### config.mk
export PLATFORM = sky130hd
export DESIGN_NAME = serial_card_uart_with_baud_timer
export DESIGN_NICKNAME = d
export VERILOG_FILES = /design/src/rtl/scu_pkg.sv /design/src/rtl/serial_card_uart_with_baud_timer.sv /design/src/rtl/scu_core.sv
export SDC_FILE = /design/constraint.sdc
export NUM_CORES = 1
export LEC_CHECK = 0
export CELL_PAD_IN_SITES_DETAIL_PLACEMENT = 2
export CELL_PAD_IN_SITES_GLOBAL_PLACEMENT = 2
export CORE_ASPECT_RATIO = 1.5
export CORE_MARGIN = 2
export CORE_UTILIZATION = 30
export CTS_CLUSTER_SIZE = 20
export DETAILED_ROUTE_END_ITERATION = 10
export DONT_BUFFER_PORTS = 1
export HOLD_SLACK_MARGIN = 0.05
export MAX_ROUTING_LAYER = met4
export PLACE_DENSITY_LB_ADDON = 0.25
export SLEW_MARGIN = 20
export SYNTH_ARGS = -nofsm -noshare
export SYNTH_HDL_FRONTEND = slang
export SYNTH_HIERARCHICAL = 1
export SYNTH_SLANG_ARGS = --single-unit
### constraint.sdc
create_clock -name clk -period 8.21 [get_ports clk]
set_input_delay 0.821 -clock clk [delete_from_list [all_inputs] [get_ports clk]]
set_output_delay 0.821 -clock clk [all_outputs]
set_load 0.05 [all_outputs]
### src/rtl/scu_pkg.sv
// ----------------------------------------------------------------------------
// Serial card package
// Shared types and constants of the serial card UART and its baud timer.
// ----------------------------------------------------------------------------
package scu_pkg;

	localparam int RxDepth = 3;
	localparam int CyclesPerUnit = 128;
	localparam int LvlW = $clog2(RxDepth + 1);
	localparam int IdxW = (RxDepth > 1) ? $clog2(RxDepth) : 1;
	localparam int CntW = 16 + $clog2(CyclesPerUnit) + 1;

	localparam logic [7:0] HiSer = 8'hFA;
	localparam logic [7:0] HiTmr = 8'hFB;
	localparam logic [7:0] LoFirst = 8'hDC;
	localparam logic [7:0] LoLast = 8'hDF;
	localparam logic [7:0] Rr0Base = 8'h20;
	localparam logic [7:0] BitRxAvail = 8'h01;
	localparam logic [7:0] BitTxEmpty = 8'h04;
	localparam logic [7:0] BitDcd = 8'h08;
	localparam logic [7:0] BitFrame = 8'h08;
	localparam logic [7:0] BitOverrun = 8'h10;

	localparam logic [1:0] RxHunt = 2'd0;
	localparam logic [1:0] RxStart = 2'd1;
	localparam logic [1:0] RxData = 2'd2;
	localparam logic [1:0] RxStop = 2'd3;

	localparam logic [2:0] CmdChanReset = 3'd3;
	localparam logic [2:0] CmdErrReset = 3'd6;

	localparam logic [1:0] AccLatch = 2'd0;
	localparam logic [1:0] AccLow = 2'd1;
	localparam logic [1:0] AccHigh = 2'd2;
	localparam logic [1:0] AccBoth = 2'd3;

	typedef struct packed {
		logic        line_rx;
		logic        io_request;
		logic        fetch_cycle;
		logic        read_strobe;
		logic        write_strobe;
		logic [15:0] bus_address;
		logic [7:0]  bus_write_data;
		logic        host_byte_valid;
		logic [7:0]  host_byte;
	} in_t;

	typedef struct packed {
		logic       line_tx;
		logic [7:0] read_data;
		logic       read_drive;
		logic       tx_echo_valid;
		logic [7:0] tx_echo_byte;
		logic       quiet;
	} out_t;

endpackage

### src/rtl/serial_card_uart_with_baud_timer.sv
// ----------------------------------------------------------------------------
// Serial card UART with baud timer
// 8N1 channel with a 3-deep receive queue and a three-counter baud timer.
// ----------------------------------------------------------------------------
// Each input beat is one master cycle of the emulated card. The in channel
// carries the line sample, the processor strobes, the address and write data
// and an optional host byte push. The out channel returns one result beat per
// input beat: transmit line level, read data and drive, the transmit echo and
// the quiet flag. The cfg channel writes the plugged bit; it is always ready.
// The core does the whole cycle's work between the input handshake and the
// result register. Throughput is one beat per cycle while the skid is empty;
// a new beat is taken while the previous result waits, since the result
// register and a one-entry skid buffer part the two sides. When the receiver
// stalls, the skid fills and in_stall rises only once both are occupied.
// Reset leaves the card unplugged, the transmitter idle at mark, the receiver
// hunting, the queue empty and all three timer counters in low/high mode.
// ----------------------------------------------------------------------------
module serial_card_uart_with_baud_timer (
	input  logic          clk,
	input  logic          arst_n,
	input  logic          in_valid,
	output logic          in_stall,
	input  scu_pkg::in_t  in_data,
	output logic          out_valid,
	input  logic          out_stall,
	output scu_pkg::out_t out_data,
	input  logic          cfg_valid,
	output logic          cfg_ready,
	input  logic          cfg_data
);

	logic plugged_q;
	logic step;
	scu_pkg::out_t res;
	scu_pkg::out_t skid_q;
	logic skid_valid_q;

	// The in side stalls only when both output slots hold a beat.
	assign in_stall = skid_valid_q;
	assign step = in_valid && !in_stall;
	assign cfg_ready = 1'b1;

	always_ff @(posedge clk or negedge arst_n) begin
		if (!arst_n) plugged_q <= 1'b0;
		else if (cfg_valid) plugged_q <= cfg_data;
	end

	scu_core u_core (
		.clk     (clk),
		.arst_n  (arst_n),
		.step    (step),
		.plugged (plugged_q),
		.item    (in_data),
		.res     (res)
	);

	// Output register plus skid entry.
	always_ff @(posedge clk or negedge arst_n) begin
		if (!arst_n) begin
			out_valid <= 1'b0;
			skid_valid_q <= 1'b0;
		end else begin
			if (!out_valid || !out_stall) begin
				out_valid <= skid_valid_q || step;
				skid_valid_q <= 1'b0;
			end else if (step) skid_valid_q <= 1'b1;
		end
	end

	always_ff @(posedge clk) begin
		if (!out_valid || !out_stall) out_data <= skid_valid_q ? skid_q : res;
		if (out_valid && out_stall && step) skid_q <= res;
	end

	a_no_loss: assert property (@(posedge clk) disable iff (!arst_n)
		skid_valid_q |-> out_valid)
		else $error("skid holds a beat ahead of output");
	a_stall_hold: assert property (@(posedge clk) disable iff (!arst_n)
		(out_valid && out_stall) |=> out_valid)
		else $error("stalled result dropped");
	a_skid_drain: assert property (@(posedge clk) disable iff (!arst_n)
		(skid_valid_q && !out_stall) |=> !skid_valid_q)
		else $error("skid not drained");

endmodule

### src/rtl/scu_core.sv
// ----------------------------------------------------------------------------
// Serial card core
// One master cycle of line and bus work: state update and result in one pass.
// ----------------------------------------------------------------------------
module scu_core (
	input  logic           clk,
	input  logic           arst_n,
	input  logic           step,
	input  logic           plugged,
	input  scu_pkg::in_t   item,
	output scu_pkg::out_t  res
);

	logic [2:0] ptr_a_q, ptr_b_q;
	logic [7:0] err_q;
	logic [7:0] queue_q [scu_pkg::RxDepth];
	logic [scu_pkg::LvlW-1:0] lvl_q;
	logic [7:0] hold_q;
	logic hfull_q;
	logic [9:0] frame_q;
	logic [3:0] txrem_q;
	logic [scu_pkg::CntW-1:0] txcnt_q, rxcnt_q;
	logic txlvl_q;
	logic [1:0] rxph_q;
	logic [7:0] asm_q;
	logic [3:0] rxidx_q;
	logic rxprev_q;
	logic [15:0] reload_q [3];
	logic [15:0] latch_q [3];
	logic [2:0] latched_q, wtog_q, rtog_q;
	logic [1:0] acc_q [3];
	logic sprev_q, quiet_q;
	logic [7:0] rhold_q;

	logic [2:0] ptr_a_d, ptr_b_d;
	logic [7:0] err_d;
	logic [7:0] queue_d [scu_pkg::RxDepth];
	logic [scu_pkg::LvlW-1:0] lvl_d;
	logic [7:0] hold_d;
	logic hfull_d;
	logic [9:0] frame_d;
	logic [3:0] txrem_d;
	logic [scu_pkg::CntW-1:0] txcnt_d, rxcnt_d, period;
	logic txlvl_d;
	logic [1:0] rxph_d;
	logic [7:0] asm_d;
	logic [3:0] rxidx_d;
	logic rxprev_d;
	logic [15:0] reload_d [3];
	logic [15:0] latch_d [3];
	logic [2:0] latched_d, wtog_d, rtog_d;
	logic [1:0] acc_d [3];
	logic sprev_d;
	logic [7:0] rhold_d;
	scu_pkg::out_t res_d;

	logic [7:0] hi, lo, v;
	logic [1:0] off, sel_t, rl;
	logic io, sel, edg, ser, hib;
	logic [15:0] tv;

	always_comb begin
		ptr_a_d = ptr_a_q; ptr_b_d = ptr_b_q; err_d = err_q;
		queue_d = queue_q; lvl_d = lvl_q; hold_d = hold_q; hfull_d = hfull_q;
		frame_d = frame_q; txrem_d = txrem_q; txcnt_d = txcnt_q; txlvl_d = txlvl_q;
		rxph_d = rxph_q; asm_d = asm_q; rxidx_d = rxidx_q; rxcnt_d = rxcnt_q;
		rxprev_d = rxprev_q; reload_d = reload_q; latch_d = latch_q;
		latched_d = latched_q; wtog_d = wtog_q; rtog_d = rtog_q; acc_d = acc_q;
		sprev_d = sprev_q; rhold_d = rhold_q;
		res_d = '0;
		res_d.line_tx = 1'b1;
		hi = item.bus_address[15:8];
		lo = item.bus_address[7:0];
		off = lo[1:0] - scu_pkg::LoFirst[1:0];
		io = 1'b0; sel = 1'b0; edg = 1'b0; ser = 1'b0; hib = 1'b0;
		sel_t = '0; rl = '0; tv = '0; v = '0;
		period = (reload_q[0] == 16'd0) ? scu_pkg::CntW'(scu_pkg::CyclesPerUnit)
			: scu_pkg::CntW'(reload_q[0]) * scu_pkg::CntW'(scu_pkg::CyclesPerUnit);

		if (item.host_byte_valid) begin
			if (lvl_d >= scu_pkg::LvlW'(scu_pkg::RxDepth)) err_d = err_d | scu_pkg::BitOverrun;
			else begin
				queue_d[lvl_d[scu_pkg::IdxW-1:0]] = item.host_byte;
				lvl_d = lvl_d + 1'b1;
			end
		end

		if (plugged) begin
			// transmitter
			if (txrem_d == 4'd0 && !hfull_d) txlvl_d = 1'b1;
			else begin
				if (txrem_d == 4'd0) begin
					frame_d = {1'b1, hold_d, 1'b0};
					txrem_d = 4'd10; txcnt_d = '0; hfull_d = 1'b0;
				end
				txlvl_d = frame_d[0];
				txcnt_d = txcnt_d + 1'b1;
				if (txcnt_d >= period) begin
					txcnt_d = '0;
					frame_d = frame_d >> 1;
					txrem_d = txrem_d - 1'b1;
					if (txrem_d == 4'd0) txlvl_d = 1'b1;
				end
			end
			// receiver
			case (rxph_d)
				scu_pkg::RxHunt: begin
					if (rxprev_d && !item.line_rx) begin
						rxph_d = scu_pkg::RxStart; rxcnt_d = '0;
					end
				end
				scu_pkg::RxStart: begin
					rxcnt_d = rxcnt_d + 1'b1;
					if (rxcnt_d >= (period >> 1)) begin
						if (!item.line_rx) begin
							rxph_d = scu_pkg::RxData; rxcnt_d = '0;
							asm_d = '0; rxidx_d = '0;
						end else rxph_d = scu_pkg::RxHunt;
					end
				end
				scu_pkg::RxData: begin
					rxcnt_d = rxcnt_d + 1'b1;
					if (rxcnt_d >= period) begin
						rxcnt_d = '0;
						asm_d = {item.line_rx, asm_d[7:1]};
						rxidx_d = rxidx_d + 1'b1;
						if (rxidx_d >= 4'd8) rxph_d = scu_pkg::RxStop;
					end
				end
				default: begin
					rxcnt_d = rxcnt_d + 1'b1;
					if (rxcnt_d >= period) begin
						if (item.line_rx) begin
							if (lvl_d >= scu_pkg::LvlW'(scu_pkg::RxDepth))
								err_d = err_d | scu_pkg::BitOverrun;
							else begin
								queue_d[lvl_d[scu_pkg::IdxW-1:0]] = asm_d;
								lvl_d = lvl_d + 1'b1;
							end
						end else err_d = err_d | scu_pkg::BitFrame;
						rxph_d = scu_pkg::RxHunt; rxcnt_d = '0;
					end
				end
			endcase
			rxprev_d = item.line_rx;
			res_d.line_tx = txlvl_d;

			// bus decode
			io = item.io_request && !item.fetch_cycle && (item.read_strobe || item.write_strobe);
			sel = io && (hi == scu_pkg::HiSer || hi == scu_pkg::HiTmr)
				&& lo >= scu_pkg::LoFirst && lo <= scu_pkg::LoLast;
			edg = sel && !sprev_q;
			sprev_d = sel;
			ser = (hi == scu_pkg::HiSer);
			if (sel) begin
				if (item.read_strobe) begin
					if (edg) begin
						if (ser) begin
							case (off)
								2'd0: begin
									if (lvl_d == '0) rhold_d = '0;
									else begin
										rhold_d = queue_d[0];
										for (int i = 0; i < scu_pkg::RxDepth - 1; i++)
											queue_d[i] = queue_d[i + 1];
										lvl_d = lvl_d - 1'b1;
									end
								end
								2'd2: begin
									ptr_a_d = '0;
									if (ptr_a_q == 3'd1) begin
										rhold_d = err_d;
										if (!hfull_d && txrem_d == 4'd0) rhold_d[0] = 1'b1;
									end else if (ptr_a_q == 3'd2) rhold_d = '0;
									else begin
										rhold_d = scu_pkg::Rr0Base;
										if (lvl_d != '0) rhold_d = rhold_d | scu_pkg::BitRxAvail;
										if (!hfull_d)
											rhold_d = rhold_d | scu_pkg::BitTxEmpty | scu_pkg::BitDcd;
									end
								end
								default: rhold_d = '0;
							endcase
						end else if (off == 2'd3) rhold_d = '0;
						else begin
							tv = latched_d[off] ? latch_d[off] : reload_d[off];
							hib = acc_d[off] == scu_pkg::AccHigh
								|| (acc_d[off] == scu_pkg::AccBoth && rtog_d[off]);
							rhold_d = hib ? tv[15:8] : tv[7:0];
							if (acc_d[off] == scu_pkg::AccLow || acc_d[off] == scu_pkg::AccHigh)
								latched_d[off] = 1'b0;
							else if (!rtog_d[off]) rtog_d[off] = 1'b1;
							else begin
								rtog_d[off] = 1'b0; latched_d[off] = 1'b0;
							end
						end
					end
					res_d.read_data = rhold_d;
					res_d.read_drive = 1'b1;
				end else if (edg) begin
					v = item.bus_write_data;
					if (ser) begin
						if (off == 2'd0) begin
							hold_d = v; hfull_d = 1'b1;
							res_d.tx_echo_valid = 1'b1; res_d.tx_echo_byte = v;
						end else if (off == 2'd2) begin
							if (ptr_a_d == 3'd0) begin
								ptr_a_d = v[2:0];
								if (v[5:3] == scu_pkg::CmdChanReset) begin
									ptr_a_d = '0; err_d = '0; lvl_d = '0; hfull_d = 1'b0;
									txrem_d = '0; txcnt_d = '0; txlvl_d = 1'b1;
									rxph_d = scu_pkg::RxHunt;
								end
								if (v[5:3] == scu_pkg::CmdErrReset) err_d = '0;
							end else ptr_a_d = '0;
						end else if (off == 2'd3) begin
							ptr_b_d = (ptr_b_d == 3'd0) ? v[2:0] : 3'd0;
						end
					end else if (off == 2'd3) begin
						sel_t = v[7:6]; rl = v[5:4];
						if (sel_t != 2'd3) begin
							if (rl == scu_pkg::AccLatch) begin
								latch_d[sel_t] = reload_d[sel_t]; latched_d[sel_t] = 1'b1;
							end else begin
								acc_d[sel_t] = rl; wtog_d[sel_t] = 1'b0; rtog_d[sel_t] = 1'b0;
							end
						end
					end else begin
						if (acc_d[off] == scu_pkg::AccLow
							|| (acc_d[off] != scu_pkg::AccHigh && !wtog_d[off]))
							reload_d[off][7:0] = v;
						else reload_d[off][15:8] = v;
						if (acc_d[off] != scu_pkg::AccLow && acc_d[off] != scu_pkg::AccHigh)
							wtog_d[off] = !wtog_d[off];
					end
				end
			end
		end
		res_d.quiet = txrem_d == 4'd0 && !hfull_d && rxph_d == scu_pkg::RxHunt;
	end

	always_ff @(posedge clk or negedge arst_n) begin
		if (!arst_n) begin
			ptr_a_q <= '0; ptr_b_q <= '0; err_q <= '0; lvl_q <= '0;
			hold_q <= '0; hfull_q <= 1'b0; frame_q <= '0; txrem_q <= '0;
			txcnt_q <= '0; txlvl_q <= 1'b1; rxph_q <= scu_pkg::RxHunt;
			asm_q <= '0; rxidx_q <= '0; rxcnt_q <= '0; rxprev_q <= 1'b1;
			for (int i = 0; i < 3; i++) begin
				reload_q[i] <= '0; latch_q[i] <= '0; acc_q[i] <= scu_pkg::AccBoth;
			end
			latched_q <= '0; wtog_q <= '0; rtog_q <= '0;
			sprev_q <= 1'b0; rhold_q <= '0; quiet_q <= 1'b1;
		end else if (step) begin
			ptr_a_q <= ptr_a_d; ptr_b_q <= ptr_b_d; err_q <= err_d; lvl_q <= lvl_d;
			hold_q <= hold_d; hfull_q <= hfull_d; frame_q <= frame_d; txrem_q <= txrem_d;
			txcnt_q <= txcnt_d; txlvl_q <= txlvl_d; rxph_q <= rxph_d;
			asm_q <= asm_d; rxidx_q <= rxidx_d; rxcnt_q <= rxcnt_d; rxprev_q <= rxprev_d;
			reload_q <= reload_d; latch_q <= latch_d; acc_q <= acc_d;
			latched_q <= latched_d; wtog_q <= wtog_d; rtog_q <= rtog_d;
			sprev_q <= sprev_d; rhold_q <= rhold_d; quiet_q <= res_d.quiet;
		end
	end

	always_ff @(posedge clk) begin
		if (step) queue_q <= queue_d;
	end

	assign res = res_d;

	a_level_bound: assert property (@(posedge clk) disable iff (!arst_n)
		lvl_q <= scu_pkg::LvlW'(scu_pkg::RxDepth))
		else $error("queue level past depth");
	a_quiet_hunt: assert property (@(posedge clk) disable iff (!arst_n)
		quiet_q |-> (rxph_q == scu_pkg::RxHunt && txrem_q == 4'd0))
		else $error("quiet with line busy");
	a_txrem_bound: assert property (@(posedge clk) disable iff (!arst_n)
		txrem_q <= 4'd10)
		else $error("frame bit count out of range");

endmodule

Word-level counts from Yosys, hierarchy flattened
Cells that the tools add are included.
{ "totals": {"in_bits": 44, "ram_bits": 0, "wordCells": 412, "latch_bits": 0, "ff_bits": 286, "out_inout_bits": 23, "mem_count": 0, "romBits": 0} }
{ "op_classes": {"div": 0, "bitwise_logic": 17, "n_mux": 224, "eq_ne": 26, "n_shift": 0, "n_lt_le_gt_ge": 20, "n_addsub": 7, "n_reduce_logical": 73, "n_mul": 0} }
{ "ops": {"columns": ["cell", "count"], "rows": [
  ["24-bit 2-to-1 mux", 24],
  ["16-bit 2-to-1 mux", 15],
  ["8-bit 2-to-1 mux", 23],
  ["48-bit bitwise mux", 3],
  ["3-bit 2-to-1 mux", 36],
  ["16-bit binary-select mux with 2-bit select", 3],
  ["16-bit demux with 2-bit select", 3],
  ["2-bit 2-to-1 mux", 38],
  ["4-bit 2-to-1 mux", 19],
  ["24-bit by 1-bit adder with 24-bit output (second input constant)", 2],
  ["24-bit bitwise mux", 2],
  ["24-bit greater-or-equal comparator", 2],
  ["48-bit 2-to-1 mux", 1],
  ["24-bit case mux with 2 select lines", 1],
  ["9-bit 2-to-1 mux", 5],
  ["8-bit demux with 2-bit select", 2],
  ["8-bit case mux with 2 select lines", 2],
  ["5-bit 2-to-1 mux", 6],
  ["9-bit AND reduction", 3],
  ["24-bit by 23-bit greater-or-equal comparator with 1-bit output", 1],
  ["1-bit 2-to-1 mux", 24],
  ["1-bit logical AND", 23],
  ["23-bit 2-to-1 mux", 1],
  ["7-bit AND reduction", 3],
  ["51 further kinds", 125]
]} }

Longest topological paths before layout
{ "depth": {"depth_word": 22, "depth_mapped": 25, "mapped_depth_nobuf": 22} }

By module
Netlist, hierarchy kept.
{ "modules_own_cells": {"columns": ["module", "area_each_um2", "n_inst", "cells_per_inst", "seq_area_each_um2"], "rows": [
  ["scu_core", 14691.6, 1, 1566, 6059.6],
  ["serial_card_uart_with_baud_timer", 1665.3, 1, 74, 1276.2]
]} }

Worst setup path after synthesis
No wires, ideal clock.
{ "synth_path": {"path_kind": "register to register", "start": "register u_core.txrem_q[0]", "end": "register out_data[19] (netlist bit), data pin", "synth_period_minus_slack_ns": 5.522, "t_arrival_ns": 5.263, "path_stages_with_launch": 26, "path_buffers": 4, "path_slack_ns": 2.688, "required_ns": 7.950, "setup_ns": 0.260, "path_cell_list": "dfrtp_1 > nor3_1 > nand2b_1 > clkbuf_1 > buf_1 > and2_1 > ha_1 > clkbuf_1 > and3_1 > and3_1 > nand3_1 > nor4_2 > nand3_1 > xor2_1 > nor2_1 > ha_1 > nand2_1 > o21ai_0 > a2111oi_0 > a21boi_2 > nor2_4 > buf_4 > a211oi_1 > o31ai_1 > nand2_1 > mux2_2"} }
{ "synth_lines": {"columns": ["element", "line_no", "source"], "rows": [
  ["start: declaration", "scu_core.sv:21", "logic [3:0] txrem_q;"],
  ["start signal: assignment", "scu_core.sv:255", "hold_q <= hold_d; hfull_q <= hfull_d; frame_q <= frame_d; txrem_q <= txrem_d;"],
  ["end signal: assignment", "serial_card_uart_with_baud_timer.sv:71", "if (!out_valid || !out_stall) out_data <= skid_valid_q ? skid_q : res;"],
  ["end: declaration", "serial_card_uart_with_baud_timer.sv:26", "output scu_pkg::out_t out_data,"]
]} }

==> key figures <==
Placed design
  – IO buf count: 0
  – Cells after DPL: 2269
  – Gp weighted congestion: 0.823
  – Dpl ws: roughly 1.9 ns
  – Final HPWL DP: about 42000 um

Synthesis
  – Yosys top cell area share: 32.0%
  – Syn_nets: between 1500 and 2000
  – Synth unique cells: 98
  – Yosys warns: 6
  – Share of flip-flops with an asynchronous set or reset: 77.1%
  – Synth area leaders: dfrtp_1 32%, edfxtp_1 12%, nand2_1 4.9%
  – Post-Syn Instances: ~1600
  – Synth cell count leaders: 213 x nand2_1, 209 x dfrtp_1, 154 x o21ai_0
  – Largest area contributor in the netlist: dfrtp_1
  – Leading register cell type out of synthesis: dfrtp_1
  – Mapped cell area: 16400 um^2
  – Sequential area share after synthesis: 44.8%
  – Count leader, synth: nand2_1
  – Post-synthesis register bit count: 280
  – Number of flops mapped to enable cells by yosys: 64
  – Mapped Avg Cell Area: 9.97 um^2

Drt
  – Vias per inst: between 5 and 6
  – WL/cell: about 25 um
  – Routed Antenna Nets: 0
  – DR top layer: met4
  – Metal2 WL: 32800 um
  – Iteration-0 DRC Markers: 438
  – Detailed-route via count: 13057
  – Routed WL: 58600 um
  – DRC viols: 0
  – DRT Pass-1 Iters: 5
  – Met3 Wirelength: around 1800 um
  – M1 WL: between 20000 and 25000 um

CTS
  – Clock sinks: 280
  – CTS tree: yes
  – Worst skew pair latency: ~0.6 ns
  – Post-CTS setup buffer count: 0
  – Worst-path clk slew: 0.07 ns
  – Max Buffers Root-to-Sink: 3
  – Root Driver: clkbuf_16
  – CTS buffer count: 31
  – H-tree depth: 1

Power and ir drop
  – Leakage power: ~7.6 nW
  – Max VDD drop: about 0.094 mV
  – PD cells: 191 nW/um^2

Final layout
  – Nets: about 1700
  – Final cell utilization of the core: 33.8%
  – Share of cells above drive strength 1: between 10% and 20%
  – Finished Layout Cells: 2331
  – Antenna Cells: 0
  – Fillers: 5804
  – Synth-to-layout area growth: 10.9%

Setup path
  – Critical path required time: 8.68 ns
  – Worst reg-to-reg setup slack: 1.78 ns
  – Startpoint Class: register
  – Arr. time, crit path: 6.90 ns
  – Crit path kind: register to register
  – RR Endpoint: out_data[0]
  – CP endpoint kind: register
  – Reg2reg path depth: 22
  – Maximum fanout along the worst path: 20
  – RR Startpoint: u_core/txrem_q[0]

Floorplan
  – IO Pins: 67
  – Die height: 290 um
  – Die width: 195 um
  – Core area: 53700 um^2
  – Initial Util: 30.4%
  – Std-Cell Rows: 104
  – Die footprint: 56400 um^2

STA
  – Post-route minimum period: 6.43 ns
  – Highest Clock Rate: around 160 MHz
  – Final Cycle Share: 78.3%
  – Worst-margin pin slew: 1.02 ns
  – Unrepaired setup endpoints after global routing: no
  – Total negative slack: 0 ns
  – Final hold viol count: 0
  – Setup WS post-layout: 1.78 ns
  – Post-Route Skew: 0.0190 ns
  – Final setup viols: 0
  – Max Slew Vio Count: 0
  – Slew headroom: 30.6%

Min path
  – Worst hold-check path type: input port to async pin

Outcome
  – Status: complete, no violations

Global route
  – Global-route wire length before repair: 90900 um
  – Vias in the first global route: 14622
  – Global route overflow: 0
  – Total track usage: roughly 21%
  – Initial antenna violation count: 0
  – Largest net degree at the start of global routing: 210

Job
  – Max cap viols: 0
==> cells in the final DEF, fill, tap and decap left out, drive strengths merged, types with 8 or more instances in the layout <==
cell and count:
edfxtp 64, ha 60, o21ai 157, xnor2 19
a21o 8, clkinv 14, nor2 119, and2 29
o31ai 23, o22ai 13, nor4 12, nor3 26
a22o 16, mux4 13, a31oi 11, mux2i 76
buf 24, mux2 88, nand4 20, and3 20
or3 11, xor2 19, clkbuf 38, nor2b 17
inv 49, dfrtp 209, nand3 39, a21oi 79
nand2 216, a211oi 15
==> worst max-delay path, cell delays in order, from the launching register on <==
cell and delay [ns]:
dfrtp_1 0.47, nor3_1 0.12, nand2b_1 0.09, buf_4 0.26, and2_1 0.20, ha_1 0.33, and3_1 0.24, and3_1 0.27
nand3_1 0.15, nor4_2 0.59, nand3_1 0.18, xor2_1 0.17, nor2_1 0.07, ha_1 0.34, nand2_1 0.08, o21ai_0 0.19
a2111oi_0 0.94, a21boi_2 0.27, o31a_1 0.35, a21oi_1 0.30, nand3_1 0.13, a311oi_1 0.36, mux2_2 0.22
==> metal layers <==
| layer | vias to the layer above | global-route usage [%] |
|---|---|---|
| li1 | 5971 | - |
| met1 | 6819 | 22.4 |
| met2 | 183 | 41.6 |
| met3 | 84 | 2.70 |
| met4 | 0 | 6.25 |
| met5 | - | - |
==> registers in the layout, indices dropped and copies added (netlist names), 3 cells and up <==
name	cells
u_core/acc_q	6
u_core/rxcnt_q	24
u_core/rtog_q	3
u_core/latched_q	3
u_core/latch_q	48
skid_q	20
u_core/rxidx_q	4
u_core/ptr_a_q	3
u_core/txcnt_q	24
u_core/asm_q	8
u_core/rhold_q	8
u_core/queue_q	24
u_core/reload_q	48
u_core/wtog_q	3
out_data	20
u_core/txrem_q	4
u_core/hold_q	8
u_core/frame_q	10
==> how the worst max path moves through the flow <==
| stage | slack, ns | start | depth (start not counted) | endpoint |
|---|---|---|---|---|
| after global placement | 2.04 | u_core/txrem_q[0] | 22 | out_data[0] |
| final | 1.78 | u_core/txrem_q[0] | 22 | out_data[0] |
| after CTS | 1.72 | u_core/txrem_q[0] | 22 | out_data[0] |
| after floorplan | 2.69 | u_core/txrem_q[0] | 25 | out_data[19] |
| after global routing | 1.29 | u_core/txrem_q[0] | 22 | out_data[19] |
| after detailed placement | 1.85 | u_core/txrem_q[0] | 22 | out_data[0] |
==> what timing repair did <==
| action | in CTS | in global routing |
|---|---|---|
| hold buffers | 3 | 0 |
| gates resized for setup | 0 | 0 |
| hold endpoints to repair | 209 | 0 |
==> layout make-up <==
type                       instances  area, um^2  area share, %
clock buffer                      38         822           4.53
clock inverter                    20         218           1.20
inverter                          48         180          0.993
multi-input combinational       1230        8480           46.8
sequential                       280        7340           40.4
tap                              689         862           4.75
timing repair buffer              26         240           1.32
==> logic make-up after synthesis <==
family          share of synthesized area, %
compound gates                          16.0
buf+inv                                 3.44
fa+ha+maj                               4.65
other cells                           0.0229
xor+xnor                                2.03
mux                                     12.9
flops                                   44.8
simple gates                            16.1
==> power by group <==
| group | internal, mW | leakage [nW] | switching, mW | total, mW |
|---|---|---|---|---|
| clock | 0.838 | 0.510 | 0.615 | 1.45 |
| sequential | 1.49 | 3.54 | 0.101 | 1.59 |
| combinational | 0.140 | 3.52 | 0.271 | 0.412 |
==> per-stage QoR <==
step | hold slack [ns] | instance area, um^2 | power (mW)
after floorplan | 0.444 | 16400 | 1.87
after global placement | 0.460 | 17000 | 1.99
after detailed placement | 0.474 | 17000 | 2.00
after CTS | 0.298 | 18100 | 3.51
after global routing | 0.175 | 18100 | 3.61
final | 0.118 | 18100 | 3.46
Power figures use the tool's default switching activity.
